==> src/sv/lfuc_pkg.sv <==
`timescale 1ns / 1ps
// ----------------------------------------------------------------------------
// lfuc_pkg
// Shared types and constants of the least-frequently-used cache table.
// ----------------------------------------------------------------------------
package lfuc_pkg;

	localparam int CAPACITY_DEF   = 16;
	localparam int VALUE_BITS_DEF = 64;
	localparam int COUNT_BITS_DEF = 16;

	localparam int KEY_BITS   = 32;
	localparam int STAMP_BITS = 32;
	localparam int CMD_BITS   = 2;
	localparam int DATA_BITS  = 64;
	localparam int CFG_BITS   = 5;
	localparam logic [CFG_BITS-1:0] CAP_RESET = 5'd16;

	typedef enum logic [CMD_BITS-1:0] {
		OP_GET    = 2'd0,
		OP_UPDATE = 2'd1,
		OP_ADD    = 2'd2,
		OP_NONE   = 2'd3
	} op_t;

	// Commands from the controller to the datapath.
	typedef struct packed {
		logic load;
		logic step;
		logic commit;
	} ctrl_cmd_t;

	// Status from the datapath to the controller.
	typedef struct packed {
		logic scan_last;
		logic out_free;
	} dp_status_t;

endpackage

==> src/sv/lfuc_ctrl.sv <==
`timescale 1ns / 1ps
// ----------------------------------------------------------------------------
// lfuc_ctrl
// Sequencer: takes a transaction, scans all slots, then commits the result.
// ----------------------------------------------------------------------------
module lfuc_ctrl (
	input  logic                   clk,
	input  logic                   arst_n,
	input  logic                   in_valid,
	output logic                   in_ready,
	input  lfuc_pkg::dp_status_t   sts,
	output lfuc_pkg::ctrl_cmd_t    ctl
);
	import lfuc_pkg::*;

	typedef enum logic [3:0] {
		ST_IDLE  = 4'b0001,
		ST_SCAN  = 4'b0010,
		ST_DRAIN = 4'b0100,
		ST_WRITE = 4'b1000
	} state_t;

	state_t state_q, state_d;

	always_comb begin
		state_d    = state_q;
		ctl        = '0;
		in_ready   = 1'b0;
		unique case (state_q)
			ST_IDLE: begin
				in_ready = 1'b1;
				if (in_valid) begin
					ctl.load = 1'b1;
					state_d  = ST_SCAN;
				end
			end
			ST_SCAN: begin
				ctl.step = 1'b1;
				if (sts.scan_last) begin
					state_d = ST_DRAIN;
				end
			end
			// The last slot read is compared during this cycle.
			ST_DRAIN: begin
				state_d = ST_WRITE;
			end
			ST_WRITE: begin
				if (sts.out_free) begin
					ctl.commit = 1'b1;
					state_d    = ST_IDLE;
				end
			end
			default: begin
				state_d = ST_IDLE;
			end
		endcase
	end

	always_ff @(posedge clk or negedge arst_n) begin
		if (!arst_n) begin
			state_q <= ST_IDLE;
		end else begin
			state_q <= state_d;
		end
	end

	assert property (@(posedge clk) disable iff (!arst_n)
		ctl.load |=> state_q == ST_SCAN)
		else $error("load did not start a scan");

	assert property (@(posedge clk) disable iff (!arst_n)
		ctl.commit |=> in_ready)
		else $error("commit did not return to idle");

	assert property (@(posedge clk) disable iff (!arst_n)
		$onehot0({ctl.load, ctl.step, ctl.commit}))
		else $error("conflicting datapath commands");

endmodule

==> src/sv/lfuc_dp.sv <==
`timescale 1ns / 1ps
// ----------------------------------------------------------------------------
// lfuc_dp
// Slot memory, valid bits, scan comparators and result register.
// ----------------------------------------------------------------------------
module lfuc_dp #(
	parameter int CAPACITY   = lfuc_pkg::CAPACITY_DEF,
	parameter int VALUE_BITS = lfuc_pkg::VALUE_BITS_DEF,
	parameter int COUNT_BITS = lfuc_pkg::COUNT_BITS_DEF
) (
	input  logic                             clk,
	input  logic                             arst_n,
	input  lfuc_pkg::ctrl_cmd_t              ctl,
	output lfuc_pkg::dp_status_t             sts,
	input  logic                             cfg_we,
	input  logic [lfuc_pkg::CFG_BITS-1:0]    cfg_wdata,
	input  logic [lfuc_pkg::CMD_BITS-1:0]    in_cmd,
	input  logic [lfuc_pkg::KEY_BITS-1:0]    in_key,
	input  logic [lfuc_pkg::DATA_BITS-1:0]   in_value,
	output logic                             out_valid,
	input  logic                             out_ready,
	output logic                             out_hit,
	output logic [lfuc_pkg::DATA_BITS-1:0]   out_read_value,
	output logic                             out_evicted,
	output logic [lfuc_pkg::KEY_BITS-1:0]    out_evicted_key
);
	import lfuc_pkg::*;

	localparam int IW = $clog2(CAPACITY);
	localparam int UW = $clog2(CAPACITY + 1);

	typedef struct packed {
		logic [KEY_BITS-1:0]   key;
		logic [VALUE_BITS-1:0] value;
		logic [COUNT_BITS-1:0] count;
		logic [STAMP_BITS-1:0] stamp;
	} entry_t;

	entry_t                mem [CAPACITY];
	logic [CAPACITY-1:0]   valid_q;
	logic [CFG_BITS-1:0]   cap_q;
	logic [STAMP_BITS-1:0] stamp_q;

	op_t                   cmd_q;
	logic [KEY_BITS-1:0]   key_q;
	logic [VALUE_BITS-1:0] val_q;
	logic [IW-1:0]         idx_q;

	logic                  rd_vld_s1;
	logic [IW-1:0]         rd_idx_s1;
	entry_t                rd_data_s1;

	logic                  m_found_q;
	logic [IW-1:0]         m_idx_q;
	entry_t                m_ent_q;
	logic [UW-1:0]         used_q;
	logic                  f_found_q;
	logic [IW-1:0]         f_idx_q;
	logic                  v_found_q;
	logic [IW-1:0]         v_idx_q;
	logic [KEY_BITS-1:0]   v_key_q;
	logic [COUNT_BITS-1:0] v_cnt_q;
	logic [STAMP_BITS-1:0] v_age_q;

	logic                  out_valid_q;
	logic                  out_hit_q;
	logic [DATA_BITS-1:0]  out_read_value_q;
	logic                  out_evicted_q;
	logic [KEY_BITS-1:0]   out_evicted_key_q;

	logic                  slot_ok;
	logic [STAMP_BITS-1:0] age;
	logic                  better;
	logic [31:0]           cap_ext, cap_lim;
	logic                  need_evict, do_insert;
	logic [COUNT_BITS-1:0] cnt_inc;
	logic                  wr_en, set_valid, bump;
	logic [IW-1:0]         wr_idx;
	entry_t                wr_ent;
	logic [DATA_BITS-1:0]  o_read;
	logic                  o_ev;
	logic [KEY_BITS-1:0]   o_evk;

	assign sts.scan_last = (idx_q == IW'(CAPACITY - 1));
	assign sts.out_free  = !out_valid_q || out_ready;

	// Scan comparisons on the slot read in the previous cycle.
	assign slot_ok = rd_vld_s1 && valid_q[rd_idx_s1];
	assign age     = stamp_q - rd_data_s1.stamp;
	assign better  = !v_found_q || (rd_data_s1.count < v_cnt_q) ||
		((rd_data_s1.count == v_cnt_q) && (age > v_age_q));

	// Capacities above the slot count act as the slot count.
	assign cap_ext    = 32'(cap_q);
	assign cap_lim    = (cap_ext > 32'(CAPACITY)) ? 32'(CAPACITY) : cap_ext;
	assign need_evict = (32'(used_q) >= cap_lim) || !f_found_q;
	assign do_insert  = need_evict ? v_found_q : f_found_q;
	assign cnt_inc    = (m_ent_q.count == '1) ? m_ent_q.count : m_ent_q.count + 1'b1;

	always_comb begin
		wr_en     = 1'b0;
		set_valid = 1'b0;
		bump      = 1'b0;
		wr_idx    = m_idx_q;
		wr_ent    = m_ent_q;
		o_read    = '0;
		o_ev      = 1'b0;
		o_evk     = '0;
		case (cmd_q)
			OP_GET: begin
				if (m_found_q) begin
					wr_en        = 1'b1;
					bump         = 1'b1;
					wr_ent.count = cnt_inc;
					wr_ent.stamp = stamp_q;
					o_read       = DATA_BITS'(m_ent_q.value);
				end
			end
			OP_UPDATE: begin
				if (m_found_q) begin
					wr_en        = 1'b1;
					wr_ent.value = val_q;
				end
			end
			OP_ADD: begin
				if (cap_lim != 32'd0) begin
					if (m_found_q) begin
						wr_en        = 1'b1;
						bump         = 1'b1;
						wr_ent.value = val_q;
						wr_ent.count = cnt_inc;
						wr_ent.stamp = stamp_q;
					end else if (do_insert) begin
						wr_en        = 1'b1;
						set_valid    = 1'b1;
						bump         = 1'b1;
						wr_idx       = need_evict ? v_idx_q : f_idx_q;
						wr_ent.key   = key_q;
						wr_ent.value = val_q;
						wr_ent.count = COUNT_BITS'(1);
						wr_ent.stamp = stamp_q;
						if (need_evict) begin
							o_ev  = 1'b1;
							o_evk = v_key_q;
						end
					end
				end
			end
			default: begin
			end
		endcase
	end

	// Slot memory: one read and one write port, read data registered.
	always_ff @(posedge clk) begin
		if (ctl.step) begin
			rd_data_s1 <= mem[idx_q];
		end
		if (ctl.commit && wr_en) begin
			mem[wr_idx] <= wr_ent;
		end
	end

	always_ff @(posedge clk or negedge arst_n) begin
		if (!arst_n) begin
			valid_q     <= '0;
			cap_q       <= CAP_RESET;
			stamp_q     <= '0;
			rd_vld_s1   <= 1'b0;
			out_valid_q <= 1'b0;
		end else begin
			if (cfg_we) begin
				cap_q <= cfg_wdata;
			end
			rd_vld_s1 <= ctl.step;
			if (ctl.commit) begin
				out_valid_q <= 1'b1;
				if (set_valid) begin
					valid_q[wr_idx] <= 1'b1;
				end
				if (bump) begin
					stamp_q <= stamp_q + 1'b1;
				end
			end else if (out_ready) begin
				out_valid_q <= 1'b0;
			end
		end
	end

	always_ff @(posedge clk) begin
		if (ctl.load) begin
			cmd_q     <= op_t'(in_cmd);
			key_q     <= in_key;
			val_q     <= in_value[VALUE_BITS-1:0];
			idx_q     <= '0;
			m_found_q <= 1'b0;
			used_q    <= '0;
			f_found_q <= 1'b0;
			v_found_q <= 1'b0;
		end else begin
			if (ctl.step) begin
				idx_q     <= idx_q + 1'b1;
				rd_idx_s1 <= idx_q;
			end
			if (slot_ok) begin
				used_q <= used_q + 1'b1;
				if (rd_data_s1.key == key_q) begin
					m_found_q <= 1'b1;
					m_idx_q   <= rd_idx_s1;
					m_ent_q   <= rd_data_s1;
				end
				if (better) begin
					v_found_q <= 1'b1;
					v_idx_q   <= rd_idx_s1;
					v_key_q   <= rd_data_s1.key;
					v_cnt_q   <= rd_data_s1.count;
					v_age_q   <= age;
				end
			end else if (rd_vld_s1 && !f_found_q) begin
				f_found_q <= 1'b1;
				f_idx_q   <= rd_idx_s1;
			end
		end
		if (ctl.commit) begin
			out_hit_q         <= (cmd_q != OP_NONE) && m_found_q;
			out_read_value_q  <= o_read;
			out_evicted_q     <= o_ev;
			out_evicted_key_q <= o_evk;
		end
	end

	assign out_valid       = out_valid_q;
	assign out_hit         = out_hit_q;
	assign out_read_value  = out_read_value_q;
	assign out_evicted     = out_evicted_q;
	assign out_evicted_key = out_evicted_key_q;

	assert property (@(posedge clk) disable iff (!arst_n)
		out_valid_q && out_evicted_q |-> !out_hit_q)
		else $error("eviction reported on a hit");

	assert property (@(posedge clk) disable iff (!arst_n)
		out_valid_q && !out_hit_q |-> out_read_value_q == '0)
		else $error("read value without a hit");

	assert property (@(posedge clk) disable iff (!arst_n)
		!ctl.commit |=> $stable(stamp_q))
		else $error("stamp moved outside a commit");

endmodule

==> src/sv/lfu_cache_table.sv <==
`timescale 1ns / 1ps
// ----------------------------------------------------------------------------
// lfu_cache_table
// Fully associative key-value cache with least-frequently-used replacement.
// ----------------------------------------------------------------------------
// Input transactions arrive on s_axis: tuser carries the command (get, update,
// add), tdata the key and the value word. Each transaction yields exactly one
// result on m_axis: tuser carries hit and evicted, tdata the read value and
// the evicted key. cfg_we/cfg_wdata write the capacity in use; the user
// must write it only while idle, as the block itself does not enforce this.
// An accepted transaction reads every slot through the single read port of
// the slot memory, one slot per cycle, then decides and writes back once; the
// block takes no new transaction until the last one is written back.
// s_axis_tready is high only while the sequencer is idle.
// If the receiver stalls, the result waits in the output register; the next
// transaction is still accepted and scanned, and its write-back waits until
// the output register is free.
// Reset empties the cache (all slots invalid), sets the capacity in use to 16
// and clears the recency stamp; no clearing pass is needed.
// ----------------------------------------------------------------------------
module lfu_cache_table #(
	parameter int CAPACITY   = lfuc_pkg::CAPACITY_DEF,
	parameter int VALUE_BITS = lfuc_pkg::VALUE_BITS_DEF,
	parameter int COUNT_BITS = lfuc_pkg::COUNT_BITS_DEF
) (
	input  logic                          clk,
	input  logic                          arst_n,
	input  logic                          s_axis_tvalid,
	output logic                          s_axis_tready,
	input  logic [95:0]                   s_axis_tdata,  // lookup_key, write_value
	input  logic [1:0]                    s_axis_tuser,  // cmd
	output logic                          m_axis_tvalid,
	input  logic                          m_axis_tready,
	output logic [95:0]                   m_axis_tdata,  // read_value, evicted_key
	output logic [1:0]                    m_axis_tuser,  // hit, evicted
	input  logic                          cfg_we,
	input  logic [lfuc_pkg::CFG_BITS-1:0] cfg_wdata
);
	import lfuc_pkg::*;

	ctrl_cmd_t  ctl;
	dp_status_t sts;
	logic       hit, evicted;

	lfuc_ctrl u_ctrl (
		.clk      (clk),
		.arst_n   (arst_n),
		.in_valid (s_axis_tvalid),
		.in_ready (s_axis_tready),
		.sts      (sts),
		.ctl      (ctl)
	);

	lfuc_dp #(
		.CAPACITY   (CAPACITY),
		.VALUE_BITS (VALUE_BITS),
		.COUNT_BITS (COUNT_BITS)
	) u_dp (
		.clk             (clk),
		.arst_n          (arst_n),
		.ctl             (ctl),
		.sts             (sts),
		.cfg_we          (cfg_we),
		.cfg_wdata       (cfg_wdata),
		.in_cmd          (s_axis_tuser),
		.in_key          (s_axis_tdata[31:0]),
		.in_value        (s_axis_tdata[95:32]),
		.out_valid       (m_axis_tvalid),
		.out_ready       (m_axis_tready),
		.out_hit         (hit),
		.out_read_value  (m_axis_tdata[63:0]),
		.out_evicted     (evicted),
		.out_evicted_key (m_axis_tdata[95:64])
	);

	assign m_axis_tuser = {evicted, hit};

endmodule
==> config.mk <==
export PLATFORM = sky130hd
export DESIGN_NAME = lfu_cache_table
export DESIGN_NICKNAME = d
export VERILOG_FILES = /design/src/sv/lfuc_pkg.sv /design/src/sv/lfuc_ctrl.sv /design/src/sv/lfuc_dp.sv /design/src/sv/lfu_cache_table.sv
export SDC_FILE = /design/constraint.sdc
export NUM_CORES = 2
export LEC_CHECK = 0
export ABC_AREA = 0
export BUFFER_PORTS_ARGS = -buffer_cell sky130_fd_sc_hd__buf_2
export CAP_MARGIN = 10
export CELL_PAD_IN_SITES_DETAIL_PLACEMENT = 0
export CELL_PAD_IN_SITES_GLOBAL_PLACEMENT = 2
export CORE_MARGIN = 1
export CORE_UTILIZATION = 25
export DETAILED_ROUTE_END_ITERATION = 10
export GPL_ROUTABILITY_DRIVEN = 0
export PLACE_DENSITY = 0.47
export SYNTH_ARGS = -nofsm -noshare
export SYNTH_HDL_FRONTEND = slang
export SYNTH_SLANG_ARGS = --single-unit
==> constraint.sdc <==
create_clock -name clk -period 22.5 [get_ports clk]
set_clock_uncertainty 0.1 [all_clocks]
set_input_delay 0 -clock clk [delete_from_list [all_inputs] [get_ports clk]]
set_output_delay 0 -clock clk [all_outputs]
set_load 0.02 [all_outputs]
==> impl_metrics.yaml <==
global_routing:
  antenna_found_initial: 17
  grt_pass1_vias: 59000
  grt_use_total_pct: 13.8
  grt_max_degree: 109
  overflow: 0
  grt_pass1_wl_um: 459000
setup_path:
  critical_path_required_ns: 22.93
  crit_slowest_cell: "nor3_2"
  cpPeakStageDelay_ns: 0.92
  end_kind: "flip-flop"
  cp_common_cell: "buf_4"
  cp.arrival_ns: 6.74
  critical_path_buf_inv_count: 5
  crit_chain: "nor2b_1 -> ha_1 -> nand2b_1 -> a21o_1 -> a21o_1 -> a21oi_1 -> o21ai_4 -> buf_4 -> mux2i_1 -> a21oi_1 -> buf_4 -> nor3_2 -> buf_4 -> buf_4 -> buf_4"
  crit_path_start_kind: "flip-flop"
  critical-path-top-delay-family: "buffers and inverters"
  path_class: "reg2reg"
  cp_max_fo: 45
timing:
  hold_viol: 0
  max_slew_margin_pct: 16.9
  worst_slew_pin_slew_ns: 1.24
  rsz0062_at_grt: "no"
  post-route-period-util_pct: 28.1
  setup_viol: 0
  fin_tns_setup_ns: 0
  maxSlewViolCount: 0
  final.min_clock_period_ns: 6.31
  clock.fmax_mhz: 158
  setup_ws_ns: 16.19
outcome:
  outcome: "finished, final reports clean"
die:
  io_pins: 208
  die_y_um: 679
  die_x_um: 679
  rows: 248
  start_util_pct: 25.1
  die-area_um2: 460000
  coreArea_um2: 456000
synthesis:
  synth_compound_area_share_pct: 2.50
  synth_warnings: 0
  synthAdderAreaFrac_pct: 1.02
  synth-xor-area-share_pct: 0.720
  postSynthCellCount: 5288
  synth_ff_type: "edfxtp_1"
  ys_types: 75
  synth_async_sr_flop_share_pct: 2.00
  yosys-top-cells-area: "edfxtp_1, mux4_2, dfrtp_1"
  yosys.area_share.simple_pct: 2.86
  synth_top_area_cell: "edfxtp_1"
  muxShareOfSynthArea_pct: 14.5
  synth_edf_count: 2884
  yosysTopAreaCellShare_pct: 75.7
  yosysSeqAreaShare_pct: 77.2
  syn-cell-area_um2: 114000
  avgSynthCellArea_um2: 21.6
  synth_top_family_by_area: "multiplexers"
  synth_seq_cells: 2955
  syn-num-nets: 5489
route:
  avgRoutedWirePerCell_um: 26.5
  drt-total-wl_um: 322000
  vias: 55100
  vias_per_cell: 4.52
  initialDrtViolationCount: 4263
  antenna_left: 0
  drc: 0
  firstDrtPassIters: 5
placed_design:
  io_buffer_count: 207
  dp.final_hpwl_um: 179000
  preCtsSetupSlack_ns: 15.99
clocking:
  cts_buffer_depth: 4
  cts.sinks: 2955
  htreeDepth: 5
  root_buffer: "clkbuf_16"
  cts_tree: "done"
  clock_latency_ns: 0.92
  postCtsSetupBuffers: 0
  path_clk_slew_ns: 0.06
  cts-buffers-inserted: 327
power_and_ir_drop:
  p_per_area_nw_per_um2: 110
  p_leak_uw: 0.0429
  ir_drop_v: 0.0000893
finish:
  drive_gt1_share_pct: 25.5
  nets: 6127
  final_common_cell: "edfxtp_1"
  area_growth_pct: 18.4
  mostFrequentLayoutCells: "edfxtp_1, mux4_2, clkbuf_16, nand2_1, dlygate4sd3_1"
hold_path:
  min_path_type: "in2reg"
run:
  cap_violations: 0
-- worst paths after layout --
| check | from | to | slack [ns] | depth (start not counted) |
|---|---|---|---|---|
| min | s_axis_tvalid | u_dp.v_found_q | 0.21 | 4 |
| max in group asynchronous | arst_n | u_dp.stamp_q[27] | 20.81 | 4 |
| min reg2reg | u_dp.rd_data_s1[108] | u_dp.m_ent_q[108] | 0.32 | 0 |
| max reg2reg | u_dp.cap_q[0] | u_dp.mem[3][64] | 16.19 | 15 |
| max | u_dp.cap_q[0] | u_dp.mem[3][64] | 16.19 | 15 |
| min in group asynchronous | arst_n | u_dp.valid_q[2] | 0.22 | 3 |
-- metal layers --
metal | wire [um] | GRT usage, % | up-vias
li1 | - | - | 23400
met1 | 149000 | 19.4 | 30300
met2 | 155000 | 22.7 | 1103
met3 | 12100 | 1.91 | 373
met4 | 5930 | 2.72 | 2
met5 | 9 | 0 | -
-- metrics by stage --
stage / util, % / instance area (um2) / hold WS (ns) / std cells / total power [uW]
finish: 29.7 / 136000 / 0.207 / 12200 / 14900
global route: 29.7 / 136000 / 0.180 / 12200 / 15500
detailed placement: 27.1 / 123000 / -0.224 / 11400 / 10000
floorplan: - / 114000 / -0.396 / 5288 / 8880
CTS: 29.7 / 135000 / 0.121 / 12200 / 15200
global placement: 27.1 / 123000 / -0.223 / 11400 / 10000
-- logic make-up (layout without fill, tap and decap cells) --
family,Yosys count,in the layout
other cells,0,4
mux,746,746
simple gates,663,663
compound gates,378,378
buf+inv,359,1245
flops,2955,2955
fa+ha+maj,93,93
xor+xnor,94,94
-- sequential cells by signal, summed over array words and instances, names as in the netlist, 64 cells and up --
signal,flops
u_dp.mem,2304
u_dp.m_ent_q,144
u_dp.rd_data_s1,144
u_dp.out_read_value,64
u_dp.val_q,64
-- cell type report --
cell class | count | area, um2
Multi-Input combinational cell | 1974 | 24900
Fill cell | 44100 | 320000
Clock buffer | 405 | 8520
Timing Repair Buffer | 564 | 4410
Inverter | 104 | 400
Sequential cell | 2955 | 88300
Clock inverter | 172 | 1390
Tap cell | 6000 | 7510
Antenna cell | 4 | 10.0
-- cell usage after synthesis, types with 44 or more instances --
master / n
dfrtp_1: 57
clkbuf_1: 166
a21boi_0: 50
a21oi_1: 67
nand2_1: 235
buf_2: 44
mux4_2: 725
inv_1: 104
ha_1: 92
and3_1: 114
xnor2_1: 77
edfxtp_1: 2884
nand3_1: 93
nor2_1: 72
a221o_1: 64
-- what timing repair did --
| action | in CTS | in global routing |
|---|---|---|
| hold buffers | 220 | 0 |
| hold endpoints to repair | 181 | 0 |
| resized for setup | 0 | 0 |
-- power by group --
group	internal, uW	total (uW)	leakage (uW)	switching (uW)
Sequential	6590	6780	0.0270	191
Combinational	1290	3040	0.0110	1750
Clock	2850	5070	0.00486	2220
-- worst min-delay path, delay by kind of cell --
family | cells | cell delay (ns)
AND/OR/NAND/NOR | 1 | 0.25
buffers and inverters | 2 | 0.72
AO/OA/AOI/OAI | 1 | 0.20
Power figures use the tool's default switching activity.
